**config.mk**
```make
export PLATFORM = sky130hd
export DESIGN_NAME = interval_to_average_velocity_top
export DESIGN_NICKNAME = d
export VERILOG_FILES = /design/src/rtl/avd_pkg.sv /design/src/rtl/avd_div.sv /design/src/rtl/avd_ctrl.sv /design/src/rtl/interval_to_average_velocity_top.sv
export SDC_FILE = /design/constraint.sdc
export NUM_CORES = 2
export LEC_CHECK = 0
export ABC_AREA = 0
export BUFFER_PORTS_ARGS = -buffer_cell sky130_fd_sc_hd__buf_2
export CAP_MARGIN = 20
export CORE_ASPECT_RATIO = 0.7
export CORE_MARGIN = 1.5
export CORE_UTILIZATION = 40
export CTS_BUF_LIST = sky130_fd_sc_hd__clkbuf_8
export DETAILED_ROUTE_END_ITERATION = 6
export MAX_ROUTING_LAYER = met4
export SLEW_MARGIN = 20
export SYNTH_ARGS = -nofsm -noshare
export SYNTH_HDL_FRONTEND = slang
export SYNTH_SLANG_ARGS = --single-unit
```
**constraint.sdc**
```tcl
create_clock -name clk -period 11.6 [get_ports clk]
set_clock_uncertainty 0.15 [all_clocks]
set_input_delay 1.16 -clock clk [delete_from_list [all_inputs] [get_ports clk]]
set_output_delay 1.16 -clock clk [all_outputs]
set_load 0.02 [all_outputs]
```
**src/rtl/avd_pkg.sv**
```systemverilog
// ----------------------------------------------------------------------------
// Average velocity conversion package
// Shared widths, register indexes, sequencer states and control structures
// for the interval-to-average velocity converter.
// ----------------------------------------------------------------------------
package avd_pkg;

    // Field widths.
    localparam int VEL_W      = 24;   // velocity, unsigned Q16.8
    localparam int AXIS_W     = 32;   // axis origin and step, unsigned Q20.12
    localparam int LEN_W      = 13;   // trace length register
    localparam int CFG_IDX_W  = 3;
    localparam int CFG_DATA_W = 32;

    // Datapath widths. Positions stay below 2^49 for any supported trace length.
    localparam int Z_W     = 49;
    localparam int TFRAC_W = 20;                // extra fraction bits of travel times
    localparam int NUM_W   = 74;                // widest dividend (time-mode numerator)
    localparam int DEN_W   = 70;                // widest divisor (summed travel time)
    localparam int QUO_W   = Z_W + TFRAC_W;     // widest quotient (first travel time)
    localparam int ACC_W   = NUM_W;
    localparam int PROD_W  = AXIS_W + VEL_W;
    localparam int KCNT_W  = 7;

    // Quotient bit counts of the divisions.
    localparam int K_VEL = VEL_W;
    localparam int K_T1  = Z_W + TFRAC_W;
    localparam int K_TS  = AXIS_W + TFRAC_W;

    localparam logic [VEL_W-1:0] VEL_MAX = {VEL_W{1'b1}};

    // Configuration register indexes.
    localparam logic [CFG_IDX_W-1:0] REG_AXIS_MODE    = CFG_IDX_W'(0);
    localparam logic [CFG_IDX_W-1:0] REG_AXIS_ORIGIN  = CFG_IDX_W'(1);
    localparam logic [CFG_IDX_W-1:0] REG_AXIS_STEP    = CFG_IDX_W'(2);
    localparam logic [CFG_IDX_W-1:0] REG_TRACE_LENGTH = CFG_IDX_W'(3);
    localparam logic [CFG_IDX_W-1:0] REG_HEADER_MIN   = CFG_IDX_W'(4);

    typedef enum logic [4:0] {
        ST_IDLE,
        ST_MUL_POS,
        ST_ZCUR,
        ST_ZPREV,
        ST_T_MLO,
        ST_T_MHI,
        ST_T_MSTEP,
        ST_T_SUM,
        ST_T_DIV,
        ST_T_WAIT,
        ST_D_T1,
        ST_D_T1_WAIT,
        ST_D_TS,
        ST_D_TS_WAIT,
        ST_D_AVG,
        ST_D_AVG_WAIT,
        ST_FINISH
    } seq_state_t;

    typedef enum logic [1:0] {
        MUL_POS,
        MUL_ZLO,
        MUL_ZHI,
        MUL_STEP
    } mul_sel_t;

    typedef enum logic [2:0] {
        ACC_HOLD,
        ACC_LOAD_PROD,
        ACC_ADD_PROD_HI,
        ACC_ADD_PROD,
        ACC_LOAD_QUO,
        ACC_ADD_QUO
    } acc_op_t;

    typedef enum logic [1:0] {
        DIV_AVG_TIME,
        DIV_T1,
        DIV_TS,
        DIV_AVG_DEPTH
    } div_sel_t;

    typedef enum logic [1:0] {
        AVG_HOLD,
        AVG_VINT,
        AVG_QUO,
        AVG_ZERO
    } avg_op_t;

    typedef struct packed {
        logic     stall;
        logic     load_item;
        logic     mul_en;
        mul_sel_t mul_sel;
        logic     zc_load;
        logic     zp_load;
        acc_op_t  acc_op;
        logic     div_start;
        div_sel_t div_sel;
        avg_op_t  avg_op;
        logic     finish;
    } ctrl_t;

    typedef struct packed {
        logic sample_valid;
        logic idx_zero;
        logic depth_mode;
        logic prev_zero;
        logic vint_zero;
        logic div_done;
        logic out_free;
    } stat_t;

    typedef struct packed {
        logic              start;
        logic              sat_mode;
        logic [KCNT_W-1:0] k;
    } div_req_t;

    typedef struct packed {
        logic             done;
        logic             sat;
        logic [QUO_W-1:0] quo;
    } div_rsp_t;

endpackage

```
**src/rtl/avd_div.sv**
```systemverilog
// ----------------------------------------------------------------------------
// Iterative divider
// Restoring divider producing one quotient bit per cycle, with an early
// saturation check for velocity quotients.
// ----------------------------------------------------------------------------
module avd_div (
    input  logic                          clk,
    input  logic                          rst_n,
    input  avd_pkg::div_req_t             req,
    input  logic [avd_pkg::NUM_W-1:0]     num,
    input  logic [avd_pkg::DEN_W-1:0]     den,
    output avd_pkg::div_rsp_t             rsp
);
    import avd_pkg::*;

    logic              busy_reg, busy_next;
    logic              done_reg, done_next;
    logic              sat_reg,  sat_next;
    logic [KCNT_W-1:0] cnt_reg,  cnt_next;
    logic [DEN_W-1:0]  rem_reg,  rem_next;
    logic [DEN_W-1:0]  den_reg,  den_next;
    logic [NUM_W-1:0]  bits_reg, bits_next;
    logic [QUO_W-1:0]  quo_reg,  quo_next;

    logic [DEN_W+K_VEL-1:0] sat_limit;
    logic [DEN_W+K_VEL-1:0] num_ext;
    logic                   over;
    logic [NUM_W-1:0]       num_shr;
    logic [KCNT_W-1:0]      shl_amt;
    logic [DEN_W:0]         trial;
    logic [DEN_W:0]         diff;
    logic                   ge;

    // A velocity quotient saturates when num >= den * 2^24; a zero divisor
    // falls into the same test.
    assign sat_limit = {den, {K_VEL{1'b0}}};
    assign num_ext   = (DEN_W+K_VEL)'(num);
    assign over      = num_ext >= sat_limit;
    assign num_shr   = num >> req.k;
    assign shl_amt   = KCNT_W'(NUM_W) - req.k;

    assign trial = {rem_reg, bits_reg[NUM_W-1]};
    assign ge    = trial >= {1'b0, den_reg};
    assign diff  = trial - {1'b0, den_reg};

    always_comb
    begin
        busy_next = busy_reg;
        done_next = 1'b0;
        sat_next  = sat_reg;
        cnt_next  = cnt_reg;
        rem_next  = rem_reg;
        den_next  = den_reg;
        bits_next = bits_reg;
        quo_next  = quo_reg;
        if (req.start)
        begin
            if (req.sat_mode && over)
            begin
                busy_next = 1'b0;
                done_next = 1'b1;
                sat_next  = 1'b1;
            end
            else
            begin
                busy_next = 1'b1;
                sat_next  = 1'b0;
                cnt_next  = req.k;
                rem_next  = num_shr[DEN_W-1:0];
                bits_next = num << shl_amt;
                den_next  = den;
                quo_next  = '0;
            end
        end
        else if (busy_reg)
        begin
            rem_next  = ge ? diff[DEN_W-1:0] : trial[DEN_W-1:0];
            quo_next  = {quo_reg[QUO_W-2:0], ge};
            bits_next = bits_reg << 1;
            cnt_next  = cnt_reg - KCNT_W'(1);
            if (cnt_reg == KCNT_W'(1))
            begin
                busy_next = 1'b0;
                done_next = 1'b1;
            end
        end
    end

    always_ff @(posedge clk or negedge rst_n)
    begin
        if (!rst_n)
        begin
            busy_reg <= 1'b0;
            done_reg <= 1'b0;
            sat_reg  <= 1'b0;
            cnt_reg  <= '0;
        end
        else
        begin
            busy_reg <= busy_next;
            done_reg <= done_next;
            sat_reg  <= sat_next;
            cnt_reg  <= cnt_next;
        end
    end

    always_ff @(posedge clk)
    begin
        rem_reg  <= rem_next;
        den_reg  <= den_next;
        bits_reg <= bits_next;
        quo_reg  <= quo_next;
    end

    assign rsp.done = done_reg;
    assign rsp.sat  = sat_reg;
    assign rsp.quo  = quo_reg;

    // A new division is only issued once the previous one has finished.
    a_no_start_while_busy: assert property (@(posedge clk) disable iff (!rst_n)
        req.start |-> !busy_reg)
        else $error("divider started while busy");

endmodule

```
**src/rtl/avd_ctrl.sv**
```systemverilog
// ----------------------------------------------------------------------------
// Conversion sequencer
// Steps one sample through position, product and division phases and
// drives the shared multiplier, accumulator and divider.
// ----------------------------------------------------------------------------
module avd_ctrl (
    input  logic           clk,
    input  logic           rst_n,
    input  avd_pkg::stat_t stat,
    output avd_pkg::ctrl_t ctrl
);
    import avd_pkg::*;

    seq_state_t state_reg, state_next;

    always_comb
    begin
        state_next = state_reg;
        unique case (state_reg)
            ST_IDLE:
                if (stat.sample_valid)
                begin
                    state_next = stat.idx_zero ? ST_FINISH : ST_MUL_POS;
                end
            ST_MUL_POS:  state_next = ST_ZCUR;
            ST_ZCUR:     state_next = ST_ZPREV;
            ST_ZPREV:    state_next = stat.depth_mode ? ST_D_T1 : ST_T_MLO;
            ST_T_MLO:    state_next = ST_T_MHI;
            ST_T_MHI:    state_next = ST_T_MSTEP;
            ST_T_MSTEP:  state_next = ST_T_SUM;
            ST_T_SUM:    state_next = ST_T_DIV;
            ST_T_DIV:    state_next = ST_T_WAIT;
            ST_T_WAIT:
                if (stat.div_done)
                begin
                    state_next = ST_FINISH;
                end
            ST_D_T1:     state_next = stat.prev_zero ? ST_FINISH : ST_D_T1_WAIT;
            ST_D_T1_WAIT:
                if (stat.div_done)
                begin
                    state_next = ST_D_TS;
                end
            ST_D_TS:     state_next = stat.vint_zero ? ST_FINISH : ST_D_TS_WAIT;
            ST_D_TS_WAIT:
                if (stat.div_done)
                begin
                    state_next = ST_D_AVG;
                end
            ST_D_AVG:    state_next = ST_D_AVG_WAIT;
            ST_D_AVG_WAIT:
                if (stat.div_done)
                begin
                    state_next = ST_FINISH;
                end
            ST_FINISH:
                if (stat.out_free)
                begin
                    state_next = ST_IDLE;
                end
            default:     state_next = ST_IDLE;
        endcase
    end

    always_comb
    begin
        ctrl           = '0;
        ctrl.stall     = 1'b1;
        ctrl.mul_sel   = MUL_POS;
        ctrl.acc_op    = ACC_HOLD;
        ctrl.div_sel   = DIV_AVG_TIME;
        ctrl.avg_op    = AVG_HOLD;
        unique case (state_reg)
            ST_IDLE:
            begin
                ctrl.stall = 1'b0;
                if (stat.sample_valid)
                begin
                    ctrl.load_item = 1'b1;
                    if (stat.idx_zero)
                    begin
                        ctrl.avg_op = AVG_VINT;
                    end
                end
            end
            ST_MUL_POS:
            begin
                ctrl.mul_en  = 1'b1;
                ctrl.mul_sel = MUL_POS;
            end
            ST_ZCUR:  ctrl.zc_load = 1'b1;
            ST_ZPREV: ctrl.zp_load = 1'b1;
            ST_T_MLO:
            begin
                ctrl.mul_en  = 1'b1;
                ctrl.mul_sel = MUL_ZLO;
            end
            ST_T_MHI:
            begin
                ctrl.mul_en  = 1'b1;
                ctrl.mul_sel = MUL_ZHI;
                ctrl.acc_op  = ACC_LOAD_PROD;
            end
            ST_T_MSTEP:
            begin
                ctrl.mul_en  = 1'b1;
                ctrl.mul_sel = MUL_STEP;
                ctrl.acc_op  = ACC_ADD_PROD_HI;
            end
            ST_T_SUM: ctrl.acc_op = ACC_ADD_PROD;
            ST_T_DIV:
            begin
                ctrl.div_start = 1'b1;
                ctrl.div_sel   = DIV_AVG_TIME;
            end
            ST_T_WAIT:
                if (stat.div_done)
                begin
                    ctrl.avg_op = AVG_QUO;
                end
            ST_D_T1:
                if (stat.prev_zero)
                begin
                    ctrl.avg_op = AVG_ZERO;
                end
                else
                begin
                    ctrl.div_start = 1'b1;
                    ctrl.div_sel   = DIV_T1;
                end
            ST_D_T1_WAIT:
                if (stat.div_done)
                begin
                    ctrl.acc_op = ACC_LOAD_QUO;
                end
            ST_D_TS:
                if (stat.vint_zero)
                begin
                    ctrl.avg_op = AVG_ZERO;
                end
                else
                begin
                    ctrl.div_start = 1'b1;
                    ctrl.div_sel   = DIV_TS;
                end
            ST_D_TS_WAIT:
                if (stat.div_done)
                begin
                    ctrl.acc_op = ACC_ADD_QUO;
                end
            ST_D_AVG:
            begin
                ctrl.div_start = 1'b1;
                ctrl.div_sel   = DIV_AVG_DEPTH;
            end
            ST_D_AVG_WAIT:
                if (stat.div_done)
                begin
                    ctrl.avg_op = AVG_QUO;
                end
            ST_FINISH: ctrl.finish = stat.out_free;
            default:   ctrl.stall  = 1'b1;
        endcase
    end

    always_ff @(posedge clk or negedge rst_n)
    begin
        if (!rst_n)
        begin
            state_reg <= ST_IDLE;
        end
        else
        begin
            state_reg <= state_next;
        end
    end

endmodule

```
**src/rtl/interval_to_average_velocity_top.sv**
```systemverilog
// ----------------------------------------------------------------------------
// Interval to average velocity converter
// Turns interval-velocity samples, trace by trace, into average velocities
// in time or depth mode and tracks the running grid minimum and maximum.
// ----------------------------------------------------------------------------
//
// Channel  | Handshake                  | Payload
// ---------+----------------------------+-------------------------------------
// sample   | sample_valid, sample_stall | interval_velocity, grid_start
// result   | result_valid, result_stall | average_velocity, grid_min,
//          |                            | grid_max, trace_end
// config   | cfg_valid, cfg_ready       | cfg_index, cfg_data
//
// One sample is processed at a time; sample_stall stays high until its
// result has been moved into the output register. The shared restoring
// divider, one quotient bit per cycle, sets the cost of a sample.
// The first sample of a trace goes straight to the finish step. Time mode
// runs the position and product setup steps, a 24-bit division and finish.
// Depth mode runs up to three divisions of 69, 52 and 24 quotient bits in a row.
// The result register takes the finished sample even while the previous one
// is still stalled only if that one leaves in the same cycle; otherwise the
// sequencer waits in its finish step. Reset is asynchronous and active low;
// it returns all configuration registers and running values to their
// defaults. No clearing pass is needed after reset.
//
module interval_to_average_velocity_top #(
    parameter int MAX_TRACE_LEN = 4096
) (
    input  logic                               clk,
    input  logic                               rst_n,
    // Sample channel.
    input  logic                               sample_valid,
    output logic                               sample_stall,
    input  logic [avd_pkg::VEL_W-1:0]          interval_velocity,
    input  logic                               grid_start,
    // Result channel.
    output logic                               result_valid,
    input  logic                               result_stall,
    output logic [avd_pkg::VEL_W-1:0]          average_velocity,
    output logic [avd_pkg::VEL_W-1:0]          grid_min,
    output logic [avd_pkg::VEL_W-1:0]          grid_max,
    output logic                               trace_end,
    // Configuration write channel.
    input  logic                               cfg_valid,
    output logic                               cfg_ready,
    input  logic [avd_pkg::CFG_IDX_W-1:0]      cfg_index,
    input  logic [avd_pkg::CFG_DATA_W-1:0]     cfg_data
);
    import avd_pkg::*;

    localparam int IDX_W = $clog2(MAX_TRACE_LEN);
    // Wide enough for the length register and for the index plus one.
    localparam int CMP_W = (IDX_W + 1 > LEN_W) ? IDX_W + 1 : LEN_W;

    // Configuration registers.
    logic              axis_mode_reg,    axis_mode_next;
    logic [AXIS_W-1:0] axis_origin_reg,  axis_origin_next;
    logic [AXIS_W-1:0] axis_step_reg,    axis_step_next;
    logic [LEN_W-1:0]  trace_length_reg, trace_length_next;
    logic [VEL_W-1:0]  header_min_reg,   header_min_next;

    // Running state carried from sample to sample.
    logic [IDX_W-1:0]  idx_reg,     idx_next;
    logic [VEL_W-1:0]  prev_reg,    prev_next;
    logic [VEL_W-1:0]  run_min_reg, run_min_next;
    logic [VEL_W-1:0]  run_max_reg, run_max_next;

    // Working registers of the sample in flight.
    logic [VEL_W-1:0]  vint_reg,    vint_next;
    logic              gstart_reg,  gstart_next;
    logic [PROD_W-1:0] prod_reg,    prod_next;
    logic [Z_W-1:0]    zc_reg,      zc_next;
    logic [Z_W-1:0]    zp_reg,      zp_next;
    logic [ACC_W-1:0]  acc_reg,     acc_next;
    logic [VEL_W-1:0]  avg_reg,     avg_next;

    // Output register.
    logic              res_valid_reg, res_valid_next;
    logic [VEL_W-1:0]  res_avg_reg,   res_avg_next;
    logic [VEL_W-1:0]  res_min_reg,   res_min_next;
    logic [VEL_W-1:0]  res_max_reg,   res_max_next;
    logic              res_end_reg,   res_end_next;

    ctrl_t             ctrl;
    stat_t             stat;
    div_req_t          div_req;
    div_rsp_t          div_rsp;
    logic [NUM_W-1:0]  div_num;
    logic [DEN_W-1:0]  div_den;

    logic [AXIS_W-1:0] mul_a;
    logic [VEL_W-1:0]  mul_b;
    logic [PROD_W-1:0] mul_p;

    logic              out_free;
    logic [CMP_W-1:0]  len_raw;
    logic [CMP_W-1:0]  len_max;
    logic [CMP_W-1:0]  len_eff;
    logic [CMP_W-1:0]  idx_inc;
    logic              is_end;
    logic [VEL_W-1:0]  base_min;
    logic [VEL_W-1:0]  base_max;
    logic [VEL_W-1:0]  quo_vel;

    // ------------------------------------------------------------------
    // Sequencer and shared divider.
    // ------------------------------------------------------------------
    avd_ctrl u_ctrl (
        .clk   (clk),
        .rst_n (rst_n),
        .stat  (stat),
        .ctrl  (ctrl)
    );

    avd_div u_div (
        .clk   (clk),
        .rst_n (rst_n),
        .req   (div_req),
        .num   (div_num),
        .den   (div_den),
        .rsp   (div_rsp)
    );

    assign out_free = !res_valid_reg || !result_stall;

    assign stat.sample_valid = sample_valid;
    assign stat.idx_zero     = (idx_reg == '0);
    assign stat.depth_mode   = axis_mode_reg;
    assign stat.prev_zero    = (prev_reg == '0);
    assign stat.vint_zero    = (vint_reg == '0);
    assign stat.div_done     = div_rsp.done;
    assign stat.out_free     = out_free;

    // Divider operands. The two velocity divisions run with saturation;
    // the travel-time divisions are only issued with a nonzero divisor.
    always_comb
    begin
        div_req.start = ctrl.div_start;
        unique case (ctrl.div_sel)
            DIV_AVG_TIME:
            begin
                div_req.sat_mode = 1'b1;
                div_req.k        = KCNT_W'(K_VEL);
                div_num          = acc_reg;
                div_den          = DEN_W'(zc_reg);
            end
            DIV_T1:
            begin
                div_req.sat_mode = 1'b0;
                div_req.k        = KCNT_W'(K_T1);
                div_num          = NUM_W'({zp_reg, {TFRAC_W{1'b0}}});
                div_den          = DEN_W'(prev_reg);
            end
            DIV_TS:
            begin
                div_req.sat_mode = 1'b0;
                div_req.k        = KCNT_W'(K_TS);
                div_num          = NUM_W'({axis_step_reg, {TFRAC_W{1'b0}}});
                div_den          = DEN_W'(vint_reg);
            end
            DIV_AVG_DEPTH:
            begin
                div_req.sat_mode = 1'b1;
                div_req.k        = KCNT_W'(K_VEL);
                div_num          = NUM_W'({zc_reg, {TFRAC_W{1'b0}}});
                div_den          = acc_reg[DEN_W-1:0];
            end
            default:
            begin
                div_req.sat_mode = 1'b1;
                div_req.k        = KCNT_W'(K_VEL);
                div_num          = acc_reg;
                div_den          = DEN_W'(zc_reg);
            end
        endcase
    end

    assign quo_vel = div_rsp.sat ? VEL_MAX : div_rsp.quo[VEL_W-1:0];

    // ------------------------------------------------------------------
    // Shared 32x24 multiplier. The 49-bit previous position is taken in a
    // low and a high part, each product registered before it is summed.
    // ------------------------------------------------------------------
    always_comb
    begin
        case (ctrl.mul_sel)
            MUL_POS:
            begin
                mul_a = axis_step_reg;
                mul_b = VEL_W'(idx_reg);
            end
            MUL_ZLO:
            begin
                mul_a = zp_reg[AXIS_W-1:0];
                mul_b = prev_reg;
            end
            MUL_ZHI:
            begin
                mul_a = AXIS_W'(zp_reg[Z_W-1:AXIS_W]);
                mul_b = prev_reg;
            end
            MUL_STEP:
            begin
                mul_a = axis_step_reg;
                mul_b = vint_reg;
            end
            default:
            begin
                mul_a = axis_step_reg;
                mul_b = vint_reg;
            end
        endcase
    end

    assign mul_p = mul_a * mul_b;

    // ------------------------------------------------------------------
    // Trace position bookkeeping. A length of zero counts as one and an
    // oversized length is clamped to the supported maximum.
    // ------------------------------------------------------------------
    assign len_raw = CMP_W'(trace_length_reg);
    assign len_max = CMP_W'(MAX_TRACE_LEN);
    assign len_eff = (len_raw == '0) ? CMP_W'(1) :
                     ((len_raw > len_max) ? len_max : len_raw);
    assign idx_inc = CMP_W'(idx_reg) + CMP_W'(1);
    assign is_end  = idx_inc >= len_eff;

    assign base_min = gstart_reg ? header_min_reg : run_min_reg;
    assign base_max = gstart_reg ? header_min_reg : run_max_reg;

    // ------------------------------------------------------------------
    // Next-state logic of the datapath.
    // ------------------------------------------------------------------
    always_comb
    begin
        axis_mode_next    = axis_mode_reg;
        axis_origin_next  = axis_origin_reg;
        axis_step_next    = axis_step_reg;
        trace_length_next = trace_length_reg;
        header_min_next   = header_min_reg;
        if (cfg_valid && cfg_ready)
        begin
            unique case (cfg_index)
                REG_AXIS_MODE:    axis_mode_next    = cfg_data[0];
                REG_AXIS_ORIGIN:  axis_origin_next  = cfg_data[AXIS_W-1:0];
                REG_AXIS_STEP:    axis_step_next    = cfg_data[AXIS_W-1:0];
                REG_TRACE_LENGTH: trace_length_next = cfg_data[LEN_W-1:0];
                REG_HEADER_MIN:   header_min_next   = cfg_data[VEL_W-1:0];
                default:          axis_mode_next    = axis_mode_reg;
            endcase
        end
    end

    always_comb
    begin
        vint_next   = vint_reg;
        gstart_next = gstart_reg;
        prod_next   = prod_reg;
        zc_next     = zc_reg;
        zp_next     = zp_reg;
        acc_next    = acc_reg;
        avg_next    = avg_reg;

        if (ctrl.load_item)
        begin
            vint_next   = interval_velocity;
            gstart_next = grid_start;
        end
        if (ctrl.mul_en)
        begin
            prod_next = mul_p;
        end
        if (ctrl.zc_load)
        begin
            zc_next = Z_W'(axis_origin_reg) + Z_W'(prod_reg);
        end
        if (ctrl.zp_load)
        begin
            zp_next = zc_reg - Z_W'(axis_step_reg);
        end

        case (ctrl.acc_op)
            ACC_HOLD:        acc_next = acc_reg;
            ACC_LOAD_PROD:   acc_next = ACC_W'(prod_reg);
            ACC_ADD_PROD_HI: acc_next = acc_reg + ACC_W'({prod_reg, {AXIS_W{1'b0}}});
            ACC_ADD_PROD:    acc_next = acc_reg + ACC_W'(prod_reg);
            ACC_LOAD_QUO:    acc_next = ACC_W'(div_rsp.quo);
            ACC_ADD_QUO:     acc_next = acc_reg + ACC_W'(div_rsp.quo);
            default:         acc_next = acc_reg;
        endcase

        case (ctrl.avg_op)
            AVG_HOLD: avg_next = avg_reg;
            AVG_VINT: avg_next = interval_velocity;
            AVG_QUO:  avg_next = quo_vel;
            AVG_ZERO: avg_next = '0;
            default:  avg_next = avg_reg;
        endcase
    end

    // Commit of a finished sample: running values, index and output register.
    always_comb
    begin
        idx_next       = idx_reg;
        prev_next      = prev_reg;
        run_min_next   = run_min_reg;
        run_max_next   = run_max_reg;
        res_valid_next = res_valid_reg && result_stall;
        res_avg_next   = res_avg_reg;
        res_min_next   = res_min_reg;
        res_max_next   = res_max_reg;
        res_end_next   = res_end_reg;
        if (ctrl.finish)
        begin
            run_min_next   = (avg_reg < base_min) ? avg_reg : base_min;
            run_max_next   = (avg_reg > base_max) ? avg_reg : base_max;
            prev_next      = avg_reg;
            idx_next       = is_end ? '0 : idx_inc[IDX_W-1:0];
            res_valid_next = 1'b1;
            res_avg_next   = avg_reg;
            res_min_next   = run_min_next;
            res_max_next   = run_max_next;
            res_end_next   = is_end;
        end
    end

    // ------------------------------------------------------------------
    // Registers.
    // ------------------------------------------------------------------
    always_ff @(posedge clk or negedge rst_n)
    begin
        if (!rst_n)
        begin
            axis_mode_reg    <= 1'b0;
            axis_origin_reg  <= '0;
            axis_step_reg    <= AXIS_W'(4096);
            trace_length_reg <= LEN_W'(1);
            header_min_reg   <= '0;
            idx_reg          <= '0;
            prev_reg         <= '0;
            run_min_reg      <= '0;
            run_max_reg      <= '0;
            res_valid_reg    <= 1'b0;
        end
        else
        begin
            axis_mode_reg    <= axis_mode_next;
            axis_origin_reg  <= axis_origin_next;
            axis_step_reg    <= axis_step_next;
            trace_length_reg <= trace_length_next;
            header_min_reg   <= header_min_next;
            idx_reg          <= idx_next;
            prev_reg         <= prev_next;
            run_min_reg      <= run_min_next;
            run_max_reg      <= run_max_next;
            res_valid_reg    <= res_valid_next;
        end
    end

    always_ff @(posedge clk)
    begin
        vint_reg    <= vint_next;
        gstart_reg  <= gstart_next;
        prod_reg    <= prod_next;
        zc_reg      <= zc_next;
        zp_reg      <= zp_next;
        acc_reg     <= acc_next;
        avg_reg     <= avg_next;
        res_avg_reg <= res_avg_next;
        res_min_reg <= res_min_next;
        res_max_reg <= res_max_next;
        res_end_reg <= res_end_next;
    end

    // ------------------------------------------------------------------
    // Ports.
    // ------------------------------------------------------------------
    assign sample_stall     = ctrl.stall;
    assign cfg_ready        = 1'b1;
    assign result_valid     = res_valid_reg;
    assign average_velocity = res_avg_reg;
    assign grid_min         = res_min_reg;
    assign grid_max         = res_max_reg;
    assign trace_end        = res_end_reg;

    // ------------------------------------------------------------------
    // Assertions.
    // ------------------------------------------------------------------
    // The running minimum only falls, the maximum only rises, and a reload
    // sets both to the same value, so they never cross.
    a_min_le_max: assert property (@(posedge clk) disable iff (!rst_n)
        result_valid |-> (grid_min <= grid_max))
        else $error("grid minimum above grid maximum");

    // Every delivered average has been folded into the running extremes.
    a_avg_in_range: assert property (@(posedge clk) disable iff (!rst_n)
        result_valid |-> ((average_velocity >= grid_min) &&
                          (average_velocity <= grid_max)))
        else $error("average velocity outside the grid range");

    // Once a sample transfer has been taken, no further sample is accepted
    // in the next cycle.
    a_one_in_flight: assert property (@(posedge clk) disable iff (!rst_n)
        (sample_valid && !sample_stall) |=> sample_stall)
        else $error("second sample accepted while one is in flight");

endmodule

```
Word-level counts from Yosys, hierarchy flattened
Index checks and enable logic that the tools add are counted.
- bits in registers: 835
- shift operators: 2
- order comparisons: 6
- reductions and logical operators: 28
- multiplexer cells: 66
- bitwise gates (word level): 1
- eq/ne operators: 41
- $add $sub $neg: 9
- $mul: 1
- operators by type and width (operator ; number):
    74-bit one-hot mux with 5 select lines ; 1
    74-bit one-hot mux with 4 select lines ; 1
    70-bit 2-to-1 mux ; 4
    70-bit one-hot mux with 4 select lines ; 1
    74-bit 2-to-1 mux ; 3
    69-bit 2-to-1 mux ; 3
    24-bit one-hot mux with 3 select lines ; 2
    24-bit 2-to-1 mux ; 5
    32-bit one-hot mux with 3 select lines ; 1
    74-bit by 94-bit greater-or-equal comparator with 1-bit output ; 1
    5-bit one-hot mux with 16 select lines ; 1
    74-bit by 56-bit adder with 74-bit output ; 1
    74-bit by 69-bit adder with 74-bit output ; 1
    74-bit adder ; 1
    74-bit by 7-bit << shifter with 74-bit output ; 1
    74-bit by 7-bit >> shifter with 70-bit output ; 1
    71-bit by 70-bit greater-or-equal comparator with 1-bit output ; 1
    70-bit subtractor ; 1
    32-bit by 24-bit multiplier with 56-bit output ; 1
    32-bit by 49-bit adder with 49-bit output ; 1
    49-bit by 32-bit subtractor with 49-bit output ; 1
    24-bit zero test ; 2
    5-bit by 4-bit == test with 1-bit output, second input constant ; 8
    5-bit 2-to-1 mux ; 8
    other kinds (44) ; 103

Depth between registers and ports, before layout
- depth in word-level cells: 10
- depth in mapped cells: 38
- depth with buffers taken out: 33

Cells and area by module
A second synthesis with hierarchy kept.
- cell total of the unflattened synthesis: 9529
- area total of the unflattened synthesis: 87715.4 um2
- modules (own cells, without submodules) (module ; instances ; area an instance (um2) ; sequential area each (um2) ; cells each):
    interval_to_average_velocity_top ; 1 ; 60724.5 ; 15192.1 ; 6632
    avd_div ; 1 ; 26352.8 ; 8748.4 ; 2813
    avd_ctrl ; 1 ; 638.1 ; 125.1 ; 84

Worst setup path before layout
Ideal clock, no wire load.
- path kind: register to register
- start point: register u_ctrl.state_reg[0]
- end point: register u_div.cnt_reg[1]
- library setup time: 445 ps
- stages on the path, launching flop included: 30
- path slack: -406 ps
- arrival time: 11410 ps
- path buffers: 10
- period minus slack after synthesis: 12006 ps
- cells stage by stage: dfrtp_1 clkbuf_1 clkinv_1 nand2_1 or3_1 inv_1 ha_1 buf_2 buf_2 buf_2 buf_1 buf_2 buf_2 buf_2 buf_1 nand2_1 nand2_1 mux2i_1 ha_1 a21o_1 a21o_1 a21oi_1 o21ai_0 a221oi_1 nor2_1 o21ai_0 a31oi_1 a21oi_1 clkbuf_1 o22ai_1
- longest elaborated chain between the ends: 8
- ends and longest elaborated chain (element ; line ; text):
    start: declaration ; avd_ctrl.sv:14 ; seq_state_t state_reg, state_next;
    start signal: assignment ; avd_ctrl.sv:174 ; state_reg <= state_next;
    5-bit by 4-bit == test with 1-bit output ; avd_ctrl.sv:73 ; unique case (state_reg)
    3-bit one-hot mux with 4 select lines (*) ; avd_ctrl.sv:73 ;
    2-bit == test, or another cell as far along ; interval_to_average_velocity_top.sv:139 ; unique case (ctrl.div_sel)
    74-bit one-hot mux with 4 select lines, or another cell as far along ; interval_to_average_velocity_top.sv:139 ;
    74-bit by 94-bit greater-or-equal comparator with 1-bit output / 8-bit one-hot mux with 3 select lines (equally long branches) ; avd_div.sv:38, interval_to_average_velocity_top.sv:139 ;
    1-bit logical AND ; avd_div.sv:58 ; if (req.sat_mode && over)
    2-bit != test (no source line) ; - ;
    2-bit AND reduction (no source line) ; - ;
    end signal: assignment ; avd_div.sv:103 ; cnt_reg <= cnt_next;
    end: declaration ; avd_div.sv:19 ; logic [KCNT_W-1:0] cnt_reg, cnt_next;
Every way passes the cells marked *; elsewhere a longest branch is shown, timed or not. The select of a mux whose other input is x is not followed.
A chain may end at the register's enable or synchronous reset.

Worst setup path in the final report
- start point: register u_ctrl.state_reg[4]
- end point: register prod_reg[40], data pin
- longest elaborated chain between the ends: 6
- ends and longest elaborated chain (element ; line ; text):
    5-bit by 3-bit == test with 1-bit output / 5-bit by 1-bit == test with 1-bit output (equally long branches) ; avd_ctrl.sv:73 ;
    3-bit one-hot mux with 4 select lines (*) ; avd_ctrl.sv:73 ;
    2-bit == test, or another cell as far along ; interval_to_average_velocity_top.sv:186 ; case (ctrl.mul_sel)
    2-bit OR reduction (no source line) ; - ;
    32-bit one-hot mux with 3 select lines / 24-bit one-hot mux with 3 select lines (equally long branches) ; interval_to_average_velocity_top.sv:186 ;
    32-bit by 24-bit multiplier with 56-bit output (*) ; interval_to_average_velocity_top.sv:215 ; assign mul_p = mul_a * mul_b;
    named net mul_p[40] ; interval_to_average_velocity_top.sv:93 ; logic [PROD_W-1:0] mul_p;
    end signal: assignment ; interval_to_average_velocity_top.sv:364 ; prod_reg <= prod_next;
    end: declaration ; interval_to_average_velocity_top.sv:71 ; logic [PROD_W-1:0] prod_reg, prod_next;
The timed path passes the listed nets; every way through them passes the cells marked *.

==> impl_metrics.toml <==
[yosys]
yosysTopAreaCellShare = 0.2341
ys_top_cells_by_area = "edfxtp_1, fa_1, ha_1"
synthArstFlopShare = 0.2419
yosys.area_share.simple = 0.1353
synth_compound_area_frac = 0.1554
avgSynthCellArea_sq_um = 9.245
synth_edf_count = 633
ys_ff_latch = 835
synthCells = 8781
post-synth-top-area-cell = "edfxtp_1"
netlist_area_sq_um = 81180
ys.warnings.count = 0
synth_fa_ha_area_frac = 0.2476
synth_top_family_by_area = "adder cells"
muxShareOfSynthArea = 0.05832
yosys_most_used_dff = "edfxtp_1"
syn_nets = 10055
yosysSeqAreaShare = 0.2964
synth.lib_cells_used.distinct = 101
synth_xor_area_frac = 0.03420

[placement]
placed_area_sq_um = 85090
gp_congestion = 1.064
hpwlAfterDp_um = 259100
io_buffers = 139

[worst_setup_path]
rrSetupSlack_ns = 0.41
reg2reg_to = "prod_reg[40]"
crit_arrival_ns = 11.62
timing.rr.start = "u_ctrl.state_reg[4]"
crit_family = "adder cells"
worstPathMaxFanout = 28
crit_type = "reg -> reg"
worstPathRequired_ns = 12.03
path_buf_inv = 8
ff2ff_path_depth = 31
crit_path_max_incr_delay_ns = 0.87
end_kind = "register"
slowest_stage = "a21o_1"
startpoint_type = "register"
crit_path_frequent_cell = "fa_1"

[routing]
detail_route.wl_per_cell_um = 28.39
routed.top_layer = "met4"
firstDrtPassIters = 7
drc = 22
drt-initial-drc-count = 10141
viasPerCell = 6.012
wl_met2_um = 127600
final_antenna_net_count = 0
totalWireLength_um = 328000
vias = 69447
wl_met3_um = 46780
wl_met1_um = 144400

[clocking]
cts_tree = "done"
clk_latency_ns = 0.90
cts_sinks = 835
cts-htree-levels = 4
holdBufCountCts = 0
clk_pin_slew_ns = 0.07
cts_made_buffers = 146
cts_buffer_depth = 4
cts_root_buf = "clkbuf_8"

[layout]
drive_above_1_share = 0.09868
syn2layout_area_growth_pct = 8.403
layout.nets = 10050
postLayoutCoreUtil = 0.4360
final_area_sq_um = 88010

[sta]
worst_pin_slew_ns = 1.273
finalSetupViolations = 0
slew_headroom = 0.1515
hold_violations = 0
max_clock_freq_mhz = 89.36
rsz0062_at_grt = "no"
finalMaxSlewViolations = 0
finalCritPeriodShare = 0.9647
period_needed_ns = 11.19

[power_and_ir_drop]
p_per_area_nw_per_um2 = 324.4
leakagePower_uw = 0.03982
irDropWorstVdd_mv = 0.3010
power.total_uw = 28540

[die]
die_width_um = 541.5
core-area_sq_um = 201800
rows = 138
pin_count = 141
start_util = 0.4022
die_h_um = 379.9
dieArea_sq_um = 205700

[global_route]
antenna_found_initial = 17
grt_max_degree = 168
grt_pass1_wl_um = 471200
grt_pass1_vias = 66135
track_usage = 0.3221
gr-total-overflow = 0

[flow_run]
drv_cap = 0

[worst_hold_path]
hp-class = "in -> async"

[outcome]
violations = "design-rule violations"
outcome = "finished with violations"
## how the worst max path moves through the flow
stage	cells after the start	startpoint	endpoint	slack [ns]
finish	31	u_ctrl.state_reg[4]	prod_reg[40]	0.41
global route	32	u_ctrl.state_reg[4]	prod_reg[40]	0.06
CTS	31	u_ctrl.state_reg[4]	prod_reg[40]	0.57
detailed placement	31	u_ctrl.state_reg[4]	prod_reg[40]	0.67
global placement	32	u_ctrl.state_reg[4]	prod_reg[40]	-0.09
floorplan	34	u_ctrl.state_reg[0]	prod_reg[54]	2.20
## cell usage after synthesis (20+ instances only)
library cell	count
a211oi_1	39
a21o_1	254
a21oi_1	452
a221oi_1	20
a222oi_1	57
a22o_1	24
a22oi_1	121
a31oi_1	52
and2_1	156
and3_1	50
buf_1	58
buf_2	25
clkbuf_1	387
dfrtp_1	200
edfxtp_1	633
fa_1	663
ha_1	546
inv_1	1063
mux2_2	222
mux2i_1	203
nand2_1	1058
nand2b_1	41
nand3_1	108
nand4_1	97
nor2_1	736
nor2b_1	47
nor3_1	67
nor4_1	38
o211ai_1	39
o21a_1	84
o21ai_0	485
o21bai_1	48
o22ai_1	62
o31ai_1	23
or2_2	23
xnor2_1	203
xor2_1	114
## stage by stage
step / hold slack [ns] / instances / TNS [ns] / worst slack, ns
2_1_floorplan: 0.3116 / 8781 / 0 / 2.198
3_3_place_gp: 0.3349 / 11280 / -0.08519 / -0.08519
3_5_place_dp: 0.3422 / 11285 / 0 / 0.6717
4_1_cts: 0.1451 / 11534 / 0 / 0.5722
5_1_grt: 0.2128 / 11545 / 0 / 0.05615
6_report: 0.1799 / 11552 / 0 / 0.4091
## power breakdown
group | internal, uW | leakage [uW] | total, uW | switching, uW
sequential | 5090 | 0.00852 | 6550 | 1460
clock | 1450 | 0.00158 | 2840 | 1390
combinational | 6640 | 0.0297 | 19100 | 12500
## area by class of cell
type / instances / area, sq um
clock buffers: 157 / 2161
flip-flops and latches: 835 / 24070
diodes: 15 / 37.54
clock inverters: 92 / 654.4
repair buffers: 327 / 2182
fillers: 19662 / 113800
well taps: 2660 / 3328
multi-input cells: 6398 / 51560
inverters: 1068 / 4013
## what timing repair did
action / 4_1_cts / 5_1_grt
endpoints found under the setup margin: 0 / 1
endpoints found under the hold margin: 0 / 0
resized for setup: 0 / 2
buffers inserted: 0 / 0
## cells in the final DEF, fill, tap and decap left out, types with 18 or more instances in the layout
master    instances
clkbuf_8        157
a221oi_1         20
a22o_1           24
o21ai_0         481
o21bai_1         48
buf_2           140
and2_1          155
dfrtp_1         200
fa_1            663
a222oi_1         57
ha_1            540
o21a_1           84
xor2_1          114
nand2_1        1057
a21o_1          251
a22oi_1         121
edfxtp_1        633
o211ai_1         39
mux2_2          222
o22ai_1          62
a211oi_1         39
mux2i_1         191
or2_2            23
and3_1           50
xnor2_1         203
nand4_1          97
nor3_1           62
buf_4           179
a21oi_1         442
inv_1          1106
o31ai_1          23
nor2_1          727
nand3_1         107
nor4_1           36
or3_1            18
nor2b_1          46
nand2b_1         41
a31oi_1          52
## logic make-up after synthesis
kind of cell | Yosys count
xor+xnor | 317
fa+ha+maj | 1209
simple gates | 2490
flops | 835
compound gates | 1946
buf+inv | 1548
other cells | 2
mux | 434
## routing by layer
metal,up-vias,GRT usage
met5,-,-
met4,0,0.08102
met3,500,0.1144
met2,4291,0.4169
met1,34514,0.4681
li1,30142,-
Note: power is estimated with default switching activity, not from simulation.
